### src/hw/rtl/ffsi_ram.sv
// generic single-port-write, single-port-read ram with registered read
`timescale 1ns / 1ps

module ffsi_ram #(
    parameter int WIDTH = 2,
    parameter int DEPTH = 1501
) (
    input  logic                     clk,
    input  logic                     wr_en,
    input  logic [$clog2(DEPTH)-1:0] wr_addr,
    input  logic [WIDTH-1:0]         wr_data,
    input  logic [$clog2(DEPTH)-1:0] rd_addr,
    output logic [WIDTH-1:0]         rd_data
);

    logic [WIDTH-1:0] mem [DEPTH];

    always_ff @(posedge clk)
    begin
        if (wr_en)
        begin
            mem[wr_addr] <= wr_data;
        end
        rd_data <= mem[rd_addr];
    end

endmodule

### config.mk
export PLATFORM = sky130hd
export DESIGN_NAME = ffsi_ram
export DESIGN_NICKNAME = d
export VERILOG_FILES = /design/src/hw/rtl/ffsi_ram.sv
export SDC_FILE = /design/constraint.sdc
export NUM_CORES = 2
export LEC_CHECK = 0
export BUFFER_PORTS_ARGS = -buffer_cell sky130_fd_sc_hd__buf_2
export CORE_MARGIN = 8
export CORE_UTILIZATION = 40
export DETAILED_ROUTE_END_ITERATION = 8
export MAX_ROUTING_LAYER = met4
export PLACE_DENSITY = 0.52
export SLEW_MARGIN = 10
export SYNTH_ARGS = -nofsm -noshare
export SYNTH_HDL_FRONTEND = slang
export SYNTH_SLANG_ARGS = --single-unit
### constraint.sdc
create_clock -name clk -period 4.5 [get_ports clk]
set_clock_uncertainty 0.05 [all_clocks]
set_input_delay 0.45 -clock clk [delete_from_list [all_inputs] [get_ports clk]]
set_output_delay 0.45 -clock clk [all_outputs]
set_load 0.005 [all_outputs]
==> impl_metrics.tcl <==
set metrics [dict create \
    status "complete, no violations" \
    cp_max_fo 1 \
    rsz0062_at_grt "no" \
    final_cell_mix "3,002 x edfxtp_1, 1,540 x nor2_1, 748 x mux4_2, 327 x clkbuf_16, 305 x buf_4" \
    ir_drop_mv 0.273 \
    post-synth-top-area-cell "edfxtp_1" \
    grt_overflow 0 \
    cp.required_ns 5.21 \
    powerDensity_nw_per_um2 429 \
    swShare_pct 21.9 \
    syn_nets 6797 \
    clock-root-buffer "clkbuf_16" \
    syn_to_final_growth_pct 14.0 \
    report.final.slew_viol_count 0 \
    finalCriticalPeriod_ns 4.05 \
    core-area_um2 303000 \
    cp_slowest_cell "nor4_1" \
    vias 66900 \
    synth_cells 6771 \
    reg2reg_from "mem[1419][1]" \
    synth-seq-area-share_pct 74.0 \
    worst_slack_ns 0.448 \
    cp-startpoint "mem[1419][1]" \
    finalSetupViolCount 0 \
    grt_pass1_wl_um 535000 \
    crit_top_cell "mux4_2" \
    cp_cell_sequence "mux4_2, mux4_2, mux4_2, nor3b_1, nor3_1, nor4_1, buf_4, a31oi_1" \
    drive_gt1_share_pct 23.3 \
    rows 202 \
    yosys.area.top_type_share_pct 74.0 \
    cp_slowest_stage_delay_ns 1.08 \
    wl_um 382000 \
    cts_tree "yes" \
    cp-start-kind "flip-flop" \
    layout_commonest_cell "edfxtp_1" \
    worst_slew_pin_slew_ns 1.35 \
    crit_family "simple AND/OR/NAND/NOR gates" \
    arrival_ns 4.76 \
    dp_hpwl_um 218000 \
    die_area_um2 323000 \
    grt_pass1_vias 68400 \
    reg2reg_to "rd_data[1]" \
    r2r_slack_ns 0.45 \
    ios 28 \
    port-buffer-count 27 \
    drt-initial-drc-count 8762 \
    p_int_mw 46.5 \
    pre_cts_slack_ns -0.388 \
    grt_max_degree 230 \
    track_usage_pct 23.8 \
    p_comb_share_pct 5.3 \
    gp_congestion 0.828 \
    cp-end-kind "flip-flop" \
    numCtsBuffers 321 \
    worst-setup-path-type "flip-flop to flip-flop" \
    fmaxAchievable_mhz 247 \
    nFillCells 25800 \
    finalCritPeriodShare_pct 90.0 \
    min_path_cells 4 \
    synthFlopType "edfxtp_1" \
    cp.depth 8 \
    cts-htree-levels 5 \
    crit_end "rd_data[1]" \
    async_flop_share_pct 0 \
    antenna_left 0 \
    final_nets 6989 \
    p_leak_nw 42.6 \
    drt_first_pass_iters 5 \
    synth_area_leaders "edfxtp_1 74%, mux4_2 14%, nor2_1 4.8%, mux2i_1 1.6%, clkbuf_1 1.2%" \
    antenna_found_initial 34 \
    reg2regPathDepth 8 \
    crit_buf_inv 1 \
    p_sw_mw 13.0 \
    clkTransAtPathRegs_ns 0.06 \
    clk_path_buf_depth 4 \
    synth_cell_types 60 \
    die_h_um 568 \
    wl_per_cell_um 34.1 \
    pwr-share-seq_pct 51.8 \
    insertion_delay_ns 0.91 \
    viasPerCell 5.97 \
    fp.dieW_um 568 \
    hold_violations 0 \
    relSlewSlack_pct 9.77 \
    mappedNetlistArea_um2 122000 \
    pwr-share-clk_pct 42.9 \
    synth_edf_count 3002 \
    avgSynthCellArea_um2 18.0 \
    min_path_type "input pin to flip-flop" \
    ys_warn_count 0 \
    maxCapViolations 0 \
    cts.sinks 3004 \
    start_util_pct 40.2 \
    total_power_mw 59.5 \
    ys_ff_latch 3004 \
    drc 0 \
]
==> cell type report <==
| cell class | count | area [um^2] | share of cell area (%) |
|---|---|---|---|
| timing repair buffer | 422 | 4260 | 3.07 |
| multi-input combinational | 3204 | 29400 | 21.2 |
| clock buffer | 402 | 8510 | 6.13 |
| inverter | 10 | 45.0 | 0.0324 |
| sequential | 3004 | 90200 | 64.9 |
| antenna | 15 | 37.5 | 0.0270 |
| tap | 3978 | 4980 | 3.58 |
| clock inverter | 164 | 1420 | 1.02 |
==> registers in the layout, summed over array words and instances (netlist names) <==
| register | cells |
|---|---|
| mem | 3002 |
| rd_data | 2 |
==> metrics by stage <==
step                      TNS, ns  hold WS [ns]  area (um^2)  utilization (%)  std cells
after global routing            0         0.181       139000             45.8      11200
after floorplan                 0         0.499       122000                -       6771
final                           0         0.162       139000             45.8      11200
after global placement     -0.595         0.867       129000             42.5      10600
after CTS                       0        0.0912       139000             45.8      11200
after detailed placement   -0.506         0.879       129000             42.5      10600
==> power by group through the flow <==
stage          clock, mW  combinational (mW)  sequential, mW
3_5_place_dp           0                3.17            31.4
5_1_grt             26.9                3.30            30.8
2_1_floorplan          0                1.52            31.4
3_3_place_gp           0                3.16            31.4
6_report            25.5                3.17            30.8
4_1_cts             25.9                3.18            30.8
==> synth_stat cells (all sizes together) (11+ instances only) <==
cell,instances
nor3,25
nand4,13
a22o,16
nor2b,11
buf,173
a22oi,99
mux4,748
clkbuf,380
nand3,49
o22ai,32
o211ai,22
a21oi,67
nor2,1545
o221ai,28
a221oi,24
edfxtp,3002
nor3b,14
mux2,12
a32oi,15
nor4,13
nand2,148
mux2i,190
o21ai,28
==> kinds of logic after synthesis <==
family / Yosys count / share of synthesized area [%]
flip-flops: 3004 / 74.0
AND/OR/NAND/NOR: 1873 / 6.12
multiplexers: 950 / 15.5
buffers and inverters: 563 / 2.13
AO/OA/AOI/OAI: 381 / 2.23
==> per-layer routing <==
layer / vias to the layer above / part of all wire, % / GRT usage (%)
met5: - / 0 / -
li1: 27200 / - / -
met3: 570 / 7.5 / 3.52
met4: 0 / 2.7 / 5.99
met2: 2945 / 49 / 38.3
met1: 36200 / 41 / 32.2
==> how the worst min path moves through the flow <==
| stage | slack [ns] | to | start |
|---|---|---|---|
| finish | 0.16 | rd_data[0] | rd_addr[8] |
| global route | 0.18 | rd_data[0] | rd_addr[8] |
| CTS | 0.09 | rd_data[0] | rd_addr[8] |
| detailed placement | 0.88 | mem[1129][1] | wr_data[1] |
| global placement | 0.87 | mem[822][0] | wr_addr[0] |
| floorplan | 0.50 | mem[0][0] | wr_data[0] |
==> worst min-delay path, delay by kind of cell <==
kind | cells | cell delay, ns
compound gates | 3 | 0.41
buf+inv | 1 | 0.20
==> timing repair <==
item / CTS / global route
setup buffers: 0 / 0
gates resized for setup: 0 / 0
hold endpoints to repair: 62 / 0
hold buffers: 5 / 0
No activity file was read; power rests on OpenSTA's default activity.
